<file path="src/hw/rtl/pac_pkg.sv">
`default_nettype none

package pac_pkg;

    localparam int MAX_VERTICES_DEF = 256;
    localparam int COORD_BITS_DEF   = 16;
    localparam int CROSS_BITS       = 40;
    localparam int MOMENT_BITS      = 56;
    // Three times a signed cross sum needs two more bits.
    localparam int DEN_BITS         = CROSS_BITS + 2;
    localparam int DIV_CNT_BITS     = $clog2(MOMENT_BITS + 1);

    typedef enum logic [3:0] {
        S_IDLE,
        S_E0,
        S_E1,
        S_E2,
        S_E3,
        S_E4,
        S_E5,
        S_FIN,
        S_DX,
        S_DXW,
        S_DY,
        S_DYW,
        S_OUT
    } t_state;

    typedef struct packed {
        logic                   start;
        logic [MOMENT_BITS-1:0] dividend;
        logic [DEN_BITS-1:0]    divisor;
    } t_div_req;

    typedef struct packed {
        logic                   done;
        logic [MOMENT_BITS-1:0] quotient;
    } t_div_rsp;

endpackage

`default_nettype wire

</file>
<file path="src/hw/rtl/pac_vertex_if.sv">
`default_nettype none

interface pac_vertex_if #(
    parameter int COORD_BITS = pac_pkg::COORD_BITS_DEF
) ();
    logic                         valid;
    logic                         ready;
    logic signed [COORD_BITS-1:0] vertex_x;
    logic signed [COORD_BITS-1:0] vertex_y;
    logic                         last_vertex;

    modport source (output valid, output vertex_x, output vertex_y, output last_vertex,
                    input ready);
    modport sink (input valid, input vertex_x, input vertex_y, input last_vertex,
                  output ready);
endinterface

`default_nettype wire

</file>
<file path="src/hw/rtl/pac_result_if.sv">
`default_nettype none

interface pac_result_if #(
    parameter int COORD_BITS = pac_pkg::COORD_BITS_DEF
) ();
    logic                                  valid;
    logic                                  ready;
    logic signed [pac_pkg::CROSS_BITS-1:0] double_area;
    logic signed [COORD_BITS-1:0]          center_x;
    logic signed [COORD_BITS-1:0]          center_y;
    logic                                  degenerate;

    modport source (output valid, output double_area, output center_x, output center_y,
                    output degenerate, input ready);
    modport sink (input valid, input double_area, input center_x, input center_y,
                  input degenerate, output ready);
endinterface

`default_nettype wire

</file>
<file path="src/hw/rtl/pac_mul.sv">
`default_nettype none

module pac_mul #(
    parameter int A_W = pac_pkg::COORD_BITS_DEF + 1,
    parameter int B_W = 2 * pac_pkg::COORD_BITS_DEF + 1
) (
    input  wire logic                     i_clk,
    input  wire logic signed [A_W-1:0]    i_a,
    input  wire logic signed [B_W-1:0]    i_b,
    output logic signed [A_W+B_W-1:0]     o_p
);

    logic signed [A_W+B_W-1:0] r_p;

    always_ff @(posedge i_clk) begin
        r_p <= i_a * i_b;
    end

    assign o_p = r_p;

endmodule

`default_nettype wire

</file>
<file path="src/hw/rtl/pac_div.sv">
`default_nettype none

module pac_div (
    input  wire logic              i_clk,
    input  wire logic              i_rst_n,
    input  wire pac_pkg::t_div_req i_req,
    output pac_pkg::t_div_rsp      o_rsp
);

    localparam int NW = pac_pkg::MOMENT_BITS;
    localparam int DW = pac_pkg::DEN_BITS;
    localparam int CW = pac_pkg::DIV_CNT_BITS;

    logic          r_busy;
    logic          r_done;
    logic [CW-1:0] r_cnt;
    logic [DW-1:0] r_rem;
    logic [NW-1:0] r_quo;
    logic [DW-1:0] r_dvs;

    logic [DW:0]   w_shift;
    logic [DW+1:0] w_diff;
    logic          w_borrow;
    logic [DW-1:0] n_rem;

    // One restoring step a cycle: the dividend shifts out of r_quo as quotient bits shift in.
    always_comb begin
        w_shift  = {r_rem, r_quo[NW-1]};
        w_diff   = {1'b0, w_shift} - {2'b00, r_dvs};
        w_borrow = w_diff[DW+1];
        n_rem    = w_borrow ? w_shift[DW-1:0] : w_diff[DW-1:0];
    end

    always_ff @(posedge i_clk) begin
        if (!i_rst_n) begin
            r_busy <= 1'b0;
            r_done <= 1'b0;
            r_cnt  <= '0;
        end else begin
            r_done <= 1'b0;
            if (i_req.start) begin
                r_busy <= 1'b1;
                r_cnt  <= CW'(NW);
            end else if (r_busy) begin
                r_cnt <= r_cnt - CW'(1);
                if (r_cnt == CW'(1)) begin
                    r_busy <= 1'b0;
                    r_done <= 1'b1;
                end
            end
        end
    end

    always_ff @(posedge i_clk) begin
        if (i_req.start) begin
            r_rem <= '0;
            r_quo <= i_req.dividend;
            r_dvs <= i_req.divisor;
        end else if (r_busy) begin
            r_rem <= n_rem;
            r_quo <= {r_quo[NW-2:0], ~w_borrow};
        end
    end

    assign o_rsp.done     = r_done;
    assign o_rsp.quotient = r_quo;

endmodule

`default_nettype wire

</file>
<file path="src/hw/rtl/polygon_area_centroid.sv">
`default_nettype none

// Shoelace area and centroid of a polygon streamed in one vertex per beat, the last beat
// flagged. Each edge takes its four products on one shared registered multiplier, so a
// vertex after the first keeps the input stalled while its edge runs through S_E0 to S_E5.
// The last vertex also adds the closing edge. The centroid then comes from two 56-step
// divisions on one shared bit-serial divider, and the result beat is loaded from S_OUT;
// a degenerate polygon skips the divisions and goes from S_FIN straight to S_OUT. The
// result register lets a new polygon start while the previous result waits to be taken.
// The block clears itself after every result.
module polygon_area_centroid #(
    parameter int MAX_VERTICES = pac_pkg::MAX_VERTICES_DEF,
    parameter int COORD_BITS   = pac_pkg::COORD_BITS_DEF
) (
    input  wire logic     i_clk,
    input  wire logic     i_rst_n,
    pac_vertex_if.sink    i_vtx,
    pac_result_if.source  o_res
);

    localparam int CB    = COORD_BITS;
    localparam int AW    = CB + 1;
    localparam int XW    = 2 * CB + 1;
    localparam int PW    = AW + XW;
    localparam int CNT_W = $clog2(MAX_VERTICES + 1);
    localparam int EXT_W = 128;
    localparam int MB    = pac_pkg::MOMENT_BITS;
    localparam int XB    = pac_pkg::CROSS_BITS;
    localparam int DB    = pac_pkg::DEN_BITS;
    localparam int QHW   = MB - CB + 1;

    pac_pkg::t_state r_state, n_state;

    logic signed [CB-1:0] r_first_x, r_first_y, r_prev_x, r_prev_y;
    logic [CNT_W-1:0]     r_count;
    logic [XB-1:0]        r_cross_sum;
    logic [MB-1:0]        r_mx, r_my;
    logic                 r_last, r_closing;

    logic signed [CB-1:0] r_ax, r_ay, r_bx, r_by;
    logic signed [AW-1:0] r_sx, r_sy;
    logic [XW-1:0]        r_p1;
    logic signed [XW-1:0] r_cross;
    logic signed [DB-1:0] r_den;
    logic                 r_qneg;
    logic signed [CB-1:0] r_cx, r_cy;
    logic                 r_degen;

    logic                 r_out_valid;
    logic [XB-1:0]        r_o_area;
    logic signed [CB-1:0] r_o_cx, r_o_cy;
    logic                 r_o_degen;

    logic                 w_ready, w_accept, w_degen, w_out_load;
    logic signed [AW-1:0] w_mul_a;
    logic signed [XW-1:0] w_mul_b;
    logic signed [PW-1:0] w_mul_p;
    logic signed [EXT_W-1:0] w_cross_ext, w_prod_ext;
    logic signed [DB-1:0] w_den_ext;
    logic [MB-1:0]        w_mx_mag, w_my_mag;
    logic [DB-1:0]        w_den_mag;
    pac_pkg::t_div_req    w_div_req;
    pac_pkg::t_div_rsp    w_div_rsp;
    logic [MB-1:0]        w_q;
    logic [QHW-1:0]       w_q_hi;
    logic                 w_pos_ovf, w_neg_ovf;
    logic signed [CB-1:0] w_sat;

    pac_mul #(
        .A_W (AW),
        .B_W (XW)
    ) u_pac_mul (
        .i_clk (i_clk),
        .i_a   (w_mul_a),
        .i_b   (w_mul_b),
        .o_p   (w_mul_p)
    );

    pac_div u_pac_div (
        .i_clk   (i_clk),
        .i_rst_n (i_rst_n),
        .i_req   (w_div_req),
        .o_rsp   (w_div_rsp)
    );

    assign w_accept    = i_vtx.valid && w_ready;
    assign w_degen     = (r_count < CNT_W'(3)) || (r_cross_sum == '0);
    assign w_out_load  = !r_out_valid || o_res.ready;
    assign w_cross_ext = EXT_W'(r_cross);
    assign w_prod_ext  = EXT_W'(w_mul_p);
    assign w_den_ext   = DB'(signed'(r_cross_sum));
    assign w_mx_mag    = r_mx[MB-1] ? (~r_mx + MB'(1)) : r_mx;
    assign w_my_mag    = r_my[MB-1] ? (~r_my + MB'(1)) : r_my;
    assign w_den_mag   = r_den[DB-1] ? (~r_den + DB'(1)) : r_den;

    // Quotients are magnitudes; the sign is applied while saturating to the coordinate range.
    always_comb begin
        w_q       = w_div_rsp.quotient;
        w_q_hi    = w_q[MB-1:CB-1];
        w_pos_ovf = |w_q_hi;
        w_neg_ovf = (w_q_hi > QHW'(1)) || ((w_q_hi == QHW'(1)) && (|w_q[CB-2:0]));
        if (r_qneg) begin
            w_sat = w_neg_ovf ? {1'b1, {(CB-1){1'b0}}} : -w_q[CB-1:0];
        end else begin
            w_sat = w_pos_ovf ? {1'b0, {(CB-1){1'b1}}} : w_q[CB-1:0];
        end
    end

    always_comb begin
        n_state = r_state;
        case (r_state)
            pac_pkg::S_IDLE: begin
                if (w_accept) begin
                    if (r_count != '0) begin
                        n_state = pac_pkg::S_E0;
                    end else if (i_vtx.last_vertex) begin
                        n_state = pac_pkg::S_FIN;
                    end
                end
            end
            pac_pkg::S_E0: n_state = pac_pkg::S_E1;
            pac_pkg::S_E1: n_state = pac_pkg::S_E2;
            pac_pkg::S_E2: n_state = pac_pkg::S_E3;
            pac_pkg::S_E3: n_state = pac_pkg::S_E4;
            pac_pkg::S_E4: n_state = pac_pkg::S_E5;
            pac_pkg::S_E5: begin
                if (r_last && !r_closing) begin
                    n_state = pac_pkg::S_E0;
                end else if (r_last) begin
                    n_state = pac_pkg::S_FIN;
                end else begin
                    n_state = pac_pkg::S_IDLE;
                end
            end
            pac_pkg::S_FIN: n_state = w_degen ? pac_pkg::S_OUT : pac_pkg::S_DX;
            pac_pkg::S_DX:  n_state = pac_pkg::S_DXW;
            pac_pkg::S_DXW: if (w_div_rsp.done) n_state = pac_pkg::S_DY;
            pac_pkg::S_DY:  n_state = pac_pkg::S_DYW;
            pac_pkg::S_DYW: if (w_div_rsp.done) n_state = pac_pkg::S_OUT;
            pac_pkg::S_OUT: if (w_out_load) n_state = pac_pkg::S_IDLE;
            default:        n_state = pac_pkg::S_IDLE;
        endcase
    end

    always_comb begin
        w_ready            = 1'b0;
        w_mul_a            = AW'(r_ax);
        w_mul_b            = XW'(r_by);
        w_div_req.start    = 1'b0;
        w_div_req.dividend = w_mx_mag;
        w_div_req.divisor  = w_den_mag;
        case (r_state)
            pac_pkg::S_IDLE: w_ready = 1'b1;
            pac_pkg::S_E1: begin
                w_mul_a = AW'(r_bx);
                w_mul_b = XW'(r_ay);
            end
            pac_pkg::S_E3: begin
                w_mul_a = r_sx;
                w_mul_b = r_cross;
            end
            pac_pkg::S_E4: begin
                w_mul_a = r_sy;
                w_mul_b = r_cross;
            end
            pac_pkg::S_DX: w_div_req.start = 1'b1;
            pac_pkg::S_DY: begin
                w_div_req.start    = 1'b1;
                w_div_req.dividend = w_my_mag;
            end
            default: w_ready = 1'b0;
        endcase
    end

    always_ff @(posedge i_clk) begin
        if (!i_rst_n) begin
            r_state     <= pac_pkg::S_IDLE;
            r_first_x   <= '0;
            r_first_y   <= '0;
            r_prev_x    <= '0;
            r_prev_y    <= '0;
            r_count     <= '0;
            r_cross_sum <= '0;
            r_mx        <= '0;
            r_my        <= '0;
            r_last      <= 1'b0;
            r_closing   <= 1'b0;
        end else begin
            r_state <= n_state;
            case (r_state)
                pac_pkg::S_IDLE: begin
                    if (w_accept) begin
                        if (r_count == '0) begin
                            r_first_x <= i_vtx.vertex_x;
                            r_first_y <= i_vtx.vertex_y;
                        end
                        r_prev_x  <= i_vtx.vertex_x;
                        r_prev_y  <= i_vtx.vertex_y;
                        r_last    <= i_vtx.last_vertex;
                        r_closing <= 1'b0;
                        if (r_count < CNT_W'(MAX_VERTICES)) begin
                            r_count <= r_count + CNT_W'(1);
                        end
                    end
                end
                pac_pkg::S_E3: r_cross_sum <= r_cross_sum + w_cross_ext[XB-1:0];
                pac_pkg::S_E4: r_mx <= r_mx + w_prod_ext[MB-1:0];
                pac_pkg::S_E5: begin
                    r_my <= r_my + w_prod_ext[MB-1:0];
                    if (r_last) begin
                        r_closing <= 1'b1;
                    end
                end
                pac_pkg::S_OUT: begin
                    if (w_out_load) begin
                        r_first_x   <= '0;
                        r_first_y   <= '0;
                        r_prev_x    <= '0;
                        r_prev_y    <= '0;
                        r_count     <= '0;
                        r_cross_sum <= '0;
                        r_mx        <= '0;
                        r_my        <= '0;
                        r_last      <= 1'b0;
                        r_closing   <= 1'b0;
                    end
                end
                default: r_closing <= r_closing;
            endcase
        end
    end

    // Edge operands, intermediate products, the denominator and the centroid results.
    always_ff @(posedge i_clk) begin
        case (r_state)
            pac_pkg::S_IDLE: begin
                r_ax <= r_prev_x;
                r_ay <= r_prev_y;
                r_bx <= i_vtx.vertex_x;
                r_by <= i_vtx.vertex_y;
                r_sx <= AW'(r_prev_x) + AW'(i_vtx.vertex_x);
                r_sy <= AW'(r_prev_y) + AW'(i_vtx.vertex_y);
            end
            pac_pkg::S_E1: r_p1 <= w_mul_p[XW-1:0];
            pac_pkg::S_E2: r_cross <= r_p1 - w_mul_p[XW-1:0];
            pac_pkg::S_E5: begin
                // The closing edge runs from the last vertex back to the first one.
                r_ax <= r_prev_x;
                r_ay <= r_prev_y;
                r_bx <= r_first_x;
                r_by <= r_first_y;
                r_sx <= AW'(r_prev_x) + AW'(r_first_x);
                r_sy <= AW'(r_prev_y) + AW'(r_first_y);
            end
            pac_pkg::S_FIN: begin
                r_den   <= w_den_ext + (w_den_ext <<< 1);
                r_degen <= w_degen;
                r_cx    <= '0;
                r_cy    <= '0;
            end
            pac_pkg::S_DX:  r_qneg <= r_mx[MB-1] ^ r_den[DB-1];
            pac_pkg::S_DXW: if (w_div_rsp.done) r_cx <= w_sat;
            pac_pkg::S_DY:  r_qneg <= r_my[MB-1] ^ r_den[DB-1];
            pac_pkg::S_DYW: if (w_div_rsp.done) r_cy <= w_sat;
            default:        r_p1 <= r_p1;
        endcase
    end

    always_ff @(posedge i_clk) begin
        if (!i_rst_n) begin
            r_out_valid <= 1'b0;
        end else if ((r_state == pac_pkg::S_OUT) && w_out_load) begin
            r_out_valid <= 1'b1;
        end else if (o_res.ready) begin
            r_out_valid <= 1'b0;
        end
    end

    always_ff @(posedge i_clk) begin
        if ((r_state == pac_pkg::S_OUT) && w_out_load) begin
            r_o_area  <= r_cross_sum;
            r_o_cx    <= r_cx;
            r_o_cy    <= r_cy;
            r_o_degen <= r_degen;
        end
    end

    assign i_vtx.ready       = w_ready;
    assign o_res.valid       = r_out_valid;
    assign o_res.double_area = r_o_area;
    assign o_res.center_x    = r_o_cx;
    assign o_res.center_y    = r_o_cy;
    assign o_res.degenerate  = r_o_degen;

endmodule

`default_nettype wire

</file>
<file path="src/flat_wrapper.sv">
// flat-port wrapper written by rule: the top's interface ports become plain ports
module polygon_area_centroid_flat 
#(
    parameter int MAX_VERTICES = pac_pkg::MAX_VERTICES_DEF,
    parameter int COORD_BITS   = pac_pkg::COORD_BITS_DEF
)
  (i_clk, i_rst_n, i_vtx_valid, i_vtx_vertex_x, i_vtx_vertex_y, i_vtx_last_vertex, i_vtx_ready, o_res_valid, o_res_double_area, o_res_center_x, o_res_center_y, o_res_degenerate, o_res_ready);
  pac_vertex_if #(.COORD_BITS(COORD_BITS)) i_vtx_i ();
  pac_result_if #(.COORD_BITS(COORD_BITS)) o_res_i ();
  input  wire logic i_clk;
  input  wire logic i_rst_n;
  input wire logic [$bits(i_vtx_i.valid)-1:0] i_vtx_valid;
  input wire logic [$bits(i_vtx_i.vertex_x)-1:0] i_vtx_vertex_x;
  input wire logic [$bits(i_vtx_i.vertex_y)-1:0] i_vtx_vertex_y;
  input wire logic [$bits(i_vtx_i.last_vertex)-1:0] i_vtx_last_vertex;
  output wire logic [$bits(i_vtx_i.ready)-1:0] i_vtx_ready;
  output wire logic [$bits(o_res_i.valid)-1:0] o_res_valid;
  output wire logic [$bits(o_res_i.double_area)-1:0] o_res_double_area;
  output wire logic [$bits(o_res_i.center_x)-1:0] o_res_center_x;
  output wire logic [$bits(o_res_i.center_y)-1:0] o_res_center_y;
  output wire logic [$bits(o_res_i.degenerate)-1:0] o_res_degenerate;
  input wire logic [$bits(o_res_i.ready)-1:0] o_res_ready;
  assign i_vtx_i.valid = i_vtx_valid;
  assign i_vtx_i.vertex_x = i_vtx_vertex_x;
  assign i_vtx_i.vertex_y = i_vtx_vertex_y;
  assign i_vtx_i.last_vertex = i_vtx_last_vertex;
  assign i_vtx_ready = i_vtx_i.ready;
  assign o_res_valid = o_res_i.valid;
  assign o_res_double_area = o_res_i.double_area;
  assign o_res_center_x = o_res_i.center_x;
  assign o_res_center_y = o_res_i.center_y;
  assign o_res_degenerate = o_res_i.degenerate;
  assign o_res_i.ready = o_res_ready;
  polygon_area_centroid #(.MAX_VERTICES(MAX_VERTICES), .COORD_BITS(COORD_BITS)) u_core (.i_clk(i_clk), .i_rst_n(i_rst_n), .i_vtx(i_vtx_i), .o_res(o_res_i));
endmodule
</file>
<file path="config.mk">
export PLATFORM = sky130hd
export DESIGN_NAME = polygon_area_centroid_flat
export DESIGN_NICKNAME = d
export VERILOG_FILES = /design/src/hw/rtl/pac_pkg.sv /design/src/hw/rtl/pac_vertex_if.sv /design/src/hw/rtl/pac_result_if.sv /design/src/hw/rtl/pac_mul.sv /design/src/hw/rtl/pac_div.sv /design/src/hw/rtl/polygon_area_centroid.sv /design/src/flat_wrapper.sv
export SDC_FILE = /design/constraint.sdc
export NUM_CORES = 2
export LEC_CHECK = 0
export BUFFER_PORTS_ARGS = -buffer_cell sky130_fd_sc_hd__buf_2
export CAP_MARGIN = 15
export CORE_AREA = 2 2 388 294
export DETAILED_ROUTE_END_ITERATION = 12
export DIE_AREA = 0 0 390 296
export MAX_ROUTING_LAYER = met4
export PLACE_DENSITY_LB_ADDON = 0.12
export SYNTH_ARGS = -nofsm -noshare
export SYNTH_HDL_FRONTEND = slang
export SYNTH_HIERARCHICAL = 1
export SYNTH_SLANG_ARGS = --single-unit
export TNS_END_PERCENT = 100
</file>
<file path="constraint.sdc">
create_clock -name i_clk -period 9.2 [get_ports i_clk]
set_clock_uncertainty 0.2 [all_clocks]
set_input_delay 0.46 -clock i_clk [delete_from_list [all_inputs] [get_ports i_clk]]
set_output_delay 0.46 -clock i_clk [all_outputs]
set_load 0.005 [all_outputs]
</file>
==> Word level (Yosys, flattened, before mapping) <==
Index checks and enable logic that the tools add are counted.
{ "totals": {"regBits": 743, "in_bits": 37, "output_inout_bits": 75, "word_cells": 195} }
{ "op_classes": {"addsub": 16, "n_mul": 1, "magnitude_cmp": 3, "eq_ne": 22, "n_mux": 66, "n_bitwise": 8, "n_reduce_logical": 41} }
{ "ops": {"columns": ["op", "count"], "rows": [
  ["$mux 56", 6],
  ["$pmux 16 s2", 8],
  ["$pmux 56 s2", 2],
  ["$mux 16", 11],
  ["$add 56x1->56 const B", 2],
  ["$add 56x56->56", 2],
  ["$not 56->56", 2],
  ["$pmux 40 s2", 1],
  ["$add 16x16->17", 4],
  ["$pmux 17 s2", 2],
  ["$pmux 33 s2", 1],
  ["$pmux 4 s13", 1],
  ["$pmux 17 s3", 1],
  ["$mul 17x33->50", 1],
  ["$sub 43x42->44", 1],
  ["$add 40x41->42", 1],
  ["$add 42x2->42 const B", 1],
  ["$mux 42", 1],
  ["$not 42->42", 1],
  ["$eq 41x1->1 const B", 1],
  ["$gt 41x1->1 const B", 1],
  ["$mux 41", 1],
  ["$reduce_or 41->1", 1],
  ["$add 40x40->40", 1],
  ["41 further kinds", 103]
]} }

==> Depth between registers and ports, before layout <==
{ "depth": {"word_depth": 7, "ltp_mapped": 31, "depth_no_buf": 27} }

==> Cells and area by module <==
The synthesis kept the hierarchy.
{ "modules_own_cells": {"columns": ["mod", "n_inst", "cells_each", "area_per_inst_um2", "seq_area_each_um2"], "rows": [
  ["polygon_area_centroid", 1, 4040, 36746.5, 14043.5],
  ["pac_mul", 1, 2219, 20350.8, 1001.0],
  ["pac_div", 1, 801, 8450.6, 3943.8]
]} }

==> Worst setup path before layout <==
Ideal clock, no wire load.
{ "synth_timing": {"kind": "register to register", "start": "register u_core.r_state[0]", "end": "register u_core.r_ax[0] (enable)", "setup_time_ns": 0.690, "arrival_time_ns": 7.698, "t_required_ns": 8.310, "path_slack_ns": 0.612, "stages_incl_launch_ff": 4, "n_path_buf": 2, "period_less_slack_ns": 8.588, "path_cell_list": "dfxtp_1 > clkbuf_1 > clkbuf_1 > o21ai_0"} }
{ "synth_between": {"elab_chain_len": 2, "word_cells_on_any_way": 3, "cone_classes": "eq/ne: 1; reduce/logical: 2"} }
{ "synth_rtl": {"columns": ["element", "line_no", "rtl"], "rows": [
  ["start, declared", "polygon_area_centroid.sv:32", "pac_pkg::t_state r_state, n_state;"],
  ["start signal, assigned", "polygon_area_centroid.sv:177", "r_state <= pac_pkg::S_IDLE;"],
  ["start signal, assigned", "polygon_area_centroid.sv:189", "r_state <= n_state;"],
  ["$eq 4x3->1 or $logic_not 4->1 (tied branches)", "polygon_area_centroid.sv:235", "case (r_state)"],
  ["$reduce_or 2->1 (no source line) *", null, null],
  ["end signal, assigned", "polygon_area_centroid.sv:237", "r_ax <= r_prev_x;"],
  ["end signal, assigned", "polygon_area_centroid.sv:248", "r_ax <= r_prev_x;"],
  ["end, declared", "polygon_area_centroid.sv:40", "logic signed [CB-1:0] r_ax, r_ay, r_bx, r_by;"]
]} }
Every way passes the cells marked *; elsewhere a longest branch is shown, timed or not.
A chain may end at the register's enable or synchronous reset.

==> Final worst setup path <==
{ "layout_timing": {"start": "register u_core.r_state[1]", "end": "register u_core.u_pac_mul.r_p[34], in the netlist u_core/u_pac_mul/o_p[34]"} }
{ "layout_between": {"elab_chain_len": 4, "word_cells_on_any_way": 7, "cone_classes": "mul: 1; eq/ne: 3; mux: 2; reduce/logical: 1"} }
{ "layout_rtl": {"columns": ["element", "line_no", "rtl"], "rows": [
  ["$eq 4x3->1", "polygon_area_centroid.sv:152", "case (r_state)"],
  ["$reduce_or 2->1 (no source line)", null, null],
  ["$pmux 33 s2 *", "polygon_area_centroid.sv:152", null],
  ["via u_core.w_mul_b[23]", "polygon_area_centroid.sv:56", "logic signed [XW-1:0] w_mul_b;"],
  ["$mul 17x33->50 *", "pac_mul.sv:16", "r_p <= i_a * i_b;"],
  ["end signal, assigned", "pac_mul.sv:16", null],
  ["end, declared", "pac_mul.sv:13", "logic signed [A_W+B_W-1:0] r_p;"]
]} }
Mark *: on every way through the listed nets, which the timed path passes. The rest lies on a longest branch.

==> metrics.log <==
[metrics] main area contributors after synthesis: sky130_fd_sc_hd__edfxtp_1 (19%), sky130_fd_sc_hd__fa_1 (17%), sky130_fd_sc_hd__dfxtp_1 (10%), sky130_fd_sc_hd__ha_1 (8.4%), sky130_fd_sc_hd__inv_1 (4.4%)
[metrics] count of different cell masters after synthesis: 105
[metrics] Crit Path Max Fanout: 17
[metrics] critical path required time: 9.51 ns
[metrics] most numerous cell in the Yosys netlist: sky130_fd_sc_hd__inv_1
[metrics] Starting Density: 58.43%
[metrics] most common library cells after synthesis: sky130_fd_sc_hd__inv_1 (775), sky130_fd_sc_hd__nand2_1 (764), sky130_fd_sc_hd__fa_1 (544), sky130_fd_sc_hd__ha_1 (439), sky130_fd_sc_hd__edfxtp_1 (411)
[metrics] max-cap viol count: 0
[metrics] mean instance size in the synthesized netlist: 9.284 um^2
[metrics] category of the worst setup path capture point: register
[metrics] Worst path most repeated cell: sky130_fd_sc_hd__fa_1
[metrics] number of buffers inserted by port buffering: 111
[metrics] cell at the slowest stage of the critical path: sky130_fd_sc_hd__a22o_1
[metrics] count of endpoints failing setup in the final report: 0
[metrics] area leader, netlist: sky130_fd_sc_hd__edfxtp_1
[metrics] core region area: 0.1122 mm^2
[metrics] cell family contributing the most delay on the critical path: adder cells
[metrics] hold_sp: i_vtx_valid
[metrics] transition time at the pin with the least slew margin: 1.148 ns
[metrics] vertical die dimension: 296 um
[metrics] buffer depth of the longest clock path: 3
[metrics] total clock buffers created by CTS: 81
[metrics] detailed-route DRC error count: 0
[metrics] final-report hold violation count: 0
[metrics] instance count after placement with tap cells included: 8420
[metrics] H-tree levels: 3
[metrics] DRT Pass-1 Iters: 6
[metrics] total global-route track usage: 33.44%
[metrics] critical path class: reg2reg
[metrics] highest cell delay on the worst timing path: 0.77 ns
[metrics] floorplan die area: 0.1154 mm^2
[metrics] TritonCTS clock tree: yes
[metrics] cell chain of the critical path: nor2b_1 > nor3b_2 > a22o_1 > buf_4 > a21o_1 > nand2_1 > fa_1 > fa_1 > inv_1 > fa_1 > fa_1 > fa_1 > inv_1 > fa_1 > inv_1 > ha_1 > nand2_1 > o21ai_1 > a22oi_1 > a31oi_1 > o21ai_0 > xnor2_1
[metrics] vias in the first global route: 49910
[metrics] Via Count: 51910
[metrics] ys async rst share: 0%
[metrics] last weighted congestion value of the routability-driven placer: 0.9599
[metrics] number of buffer and inverter instances along the worst setup path: 4
[metrics] hold-fix buffer count after cts: 35
[metrics] sequential share of the synthesized area: 28.97%
[metrics] Total Routed Length: 187.6 mm
[metrics] Post-Route Setup TNS: 0 ns
[metrics] fraction of layout instances using a drive strength above 1: 7.090%
[metrics] overflow left after global routing: 0
[metrics] worst-case headroom to the max-slew limit: 22.73%
[metrics] unrepaired setup endpoints after global routing: no
[metrics] Critical Path AT: 9.09 ns
[metrics] launching element type of the critical path: register
[metrics] count of warnings emitted by yosys: 6
[metrics] number of flops mapped to enable cells by yosys: 411
[metrics] antenna violations before repair: 6
[metrics] gate count of the mapped netlist: 7060
[metrics] area share of the largest cell type after synthesis: 18.83%
[metrics] Synth Cell Area: 0.06555 mm^2
[metrics] Worst-path clk slew: 0.07 ns
[metrics] initial DRC count: 4756
[metrics] reg2reg start: u_core/r_state[1]$_SDFFE_PN0P_
[metrics] wire length of the first global-routing pass: 291.9 mm
[metrics] Num Clock Sinks: 743
[metrics] Max Freq: 113.8 MHz
[metrics] count of buffers added by post-CTS timing repair for setup: 0
[metrics] final critical delay including setup and external delays: 8.785 ns
[metrics] Worst-Skew Late Latency: 0.70 ns
[metrics] Most used DFF post-synth: sky130_fd_sc_hd__edfxtp_1
[metrics] pin count of the biggest net entering global routing: 115
[metrics] final number of max-transition violations: 0
[metrics] number of vias per cell: 6.029
[metrics] area growth from synthesis to layout: 8.176%
[metrics] crit path from: u_core/r_state[1]$_SDFFE_PN0P_
[metrics] period utilisation layout: 95.49%
[metrics] Synth Net Count: 8080
[metrics] net total in the final layout: 8088
[metrics] wire length per cell after detailed routing: 21.79 um
[metrics] die span in x: 390 um
[metrics] HPWL Detailed: 146.9 mm
[metrics] count of cells resized by post-cts repair: 0
[metrics] top-level port count: 112
[metrics] non-filler instance count after layout: 8609
[metrics] CTS Root Buffer Type: sky130_fd_sc_hd__clkbuf_16
[metrics] result of the run: finished clean
[metrics] num rows: 107
[metrics] Detail Route Antenna Nets: 0
[metrics] path category of the worst min-delay check: in2reg
[metrics] count of state elements after synthesis: 743
==> cells in the final DEF (no fill, tap or decap), types with 51 or more instances in the layout <==
cell type / instances
sky130_fd_sc_hd__inv_1: 775
sky130_fd_sc_hd__nand2_1: 764
sky130_fd_sc_hd__fa_1: 544
sky130_fd_sc_hd__ha_1: 439
sky130_fd_sc_hd__edfxtp_1: 411
sky130_fd_sc_hd__a21oi_1: 347
sky130_fd_sc_hd__nor2_1: 335
sky130_fd_sc_hd__dfxtp_1: 328
sky130_fd_sc_hd__o21ai_0: 315
sky130_fd_sc_hd__xnor2_1: 289
sky130_fd_sc_hd__and2_1: 275
sky130_fd_sc_hd__a21o_1: 194
sky130_fd_sc_hd__nand3_1: 163
sky130_fd_sc_hd__xor2_1: 158
sky130_fd_sc_hd__nor2b_1: 141
sky130_fd_sc_hd__buf_2: 111
sky130_fd_sc_hd__a22oi_1: 97
sky130_fd_sc_hd__a21boi_0: 91
sky130_fd_sc_hd__mux2_2: 89
sky130_fd_sc_hd__buf_4: 84
sky130_fd_sc_hd__nor3_1: 83
sky130_fd_sc_hd__clkbuf_16: 82
sky130_fd_sc_hd__o31ai_1: 61
sky130_fd_sc_hd__a211oi_1: 60
sky130_fd_sc_hd__mux2i_1: 57
sky130_fd_sc_hd__nand4_1: 56
sky130_fd_sc_hd__o21bai_1: 52
sky130_fd_sc_hd__or3_1: 51
==> final cells by class <==
class | instances | area (um^2)
timing repair buffer | 240 | 1744
clock buffer | 98 | 2172
inverter | 776 | 2913
antenna | 1 | 2.502
sequential | 743 | 18990
tap | 1471 | 1841
fill | 9565 | 41280
multi-input combinational | 5226 | 42490
clock inverter | 54 | 753.2
==> logic make-up (layout without fill, tap and decap cells) <==
family / Yosys count / count (layout) / synth area share (%)
compound gates: 1559 / 1559 / 15.78
mux: 147 / 147 / 2.417
other cells: 0 / 1 / 0
buf+inv: 1091 / 1168 / 6.341
xor+xnor: 447 / 447 / 5.973
flops: 743 / 743 / 28.97
simple gates: 2090 / 2090 / 15.53
fa+ha+maj: 983 / 983 / 24.99
==> path summary, 6_finish.rpt <==
kind	cells after the start	endpoint	slack [ns]
worst max register to register	22	u_core/u_pac_mul/o_p[34]$_DFF_P_	0.42
worst min register to register	0	u_core/o_res.center_y[8]$_DFFE_PP_	0.21
worst min-delay path	5	u_core/r_state[0]$_SDFFE_PN0P_	0.14
worst max-delay path	22	u_core/u_pac_mul/o_p[34]$_DFF_P_	0.42
==> worst register-to-register path: stages (launching register included) <==
cell and delay, ns:
sky130_fd_sc_hd__dfxtp_1 0.32, sky130_fd_sc_hd__nor2b_1 0.24, sky130_fd_sc_hd__nor3b_2 0.53, sky130_fd_sc_hd__a22o_1 0.78
sky130_fd_sc_hd__buf_4 0.29, sky130_fd_sc_hd__a21o_1 0.60, sky130_fd_sc_hd__nand2_1 0.18, sky130_fd_sc_hd__fa_1 0.54
sky130_fd_sc_hd__fa_1 0.51, sky130_fd_sc_hd__inv_1 0.07, sky130_fd_sc_hd__fa_1 0.54, sky130_fd_sc_hd__fa_1 0.44
sky130_fd_sc_hd__fa_1 0.56, sky130_fd_sc_hd__inv_1 0.06, sky130_fd_sc_hd__fa_1 0.59, sky130_fd_sc_hd__inv_1 0.06
sky130_fd_sc_hd__ha_1 0.38, sky130_fd_sc_hd__nand2_1 0.12, sky130_fd_sc_hd__o21ai_1 0.32, sky130_fd_sc_hd__a22oi_1 0.22
sky130_fd_sc_hd__a31oi_1 0.24, sky130_fd_sc_hd__o21ai_0 0.27, sky130_fd_sc_hd__xnor2_1 0.52
==> metrics by stage <==
step           setup slack [ns]  util (%)  hold slack (ns)  instance area (um^2)
3_3_place_gp             0.7572     60.25           0.2022                 67590
4_1_cts                  0.4933     63.18          0.09537                 70880
5_1_grt                  0.1012     63.20           0.1583                 70910
2_1_floorplan            0.6118         -           0.2003                 65550
3_5_place_dp             0.5279     60.26           0.2054                 67600
6_report                 0.4152     63.20           0.1441                 70910
==> routing by layer <==
layer  track usage [%]  up-vias  wire length [um]
met3             5.840      255             15730
met4             7.317        0              4043
li1                  -    24250                 -
met5                 -        -                 0
met2             47.53     1933             79160
met1             49.79    25470             88670
==> flip-flops by register name, indices dropped and copies added (netlist names), 33 cells and up <==
signal	cells
u_core/u_pac_div/r_dvs	42
u_core/r_cross_sum	40
u_core/r_cross	33
u_core/r_den	42
u_core/o_res.double_area	40
u_core/r_mx	56
u_core/u_pac_div/r_rem	42
u_core/r_p1	33
u_core/r_my	56
u_core/u_pac_div/r_quo	56
u_core/u_pac_mul/o_p	50
Power is left out: the tool's default activity adds up to more than one toggle a clock period on the data nets, which glitch-free logic cannot reach.
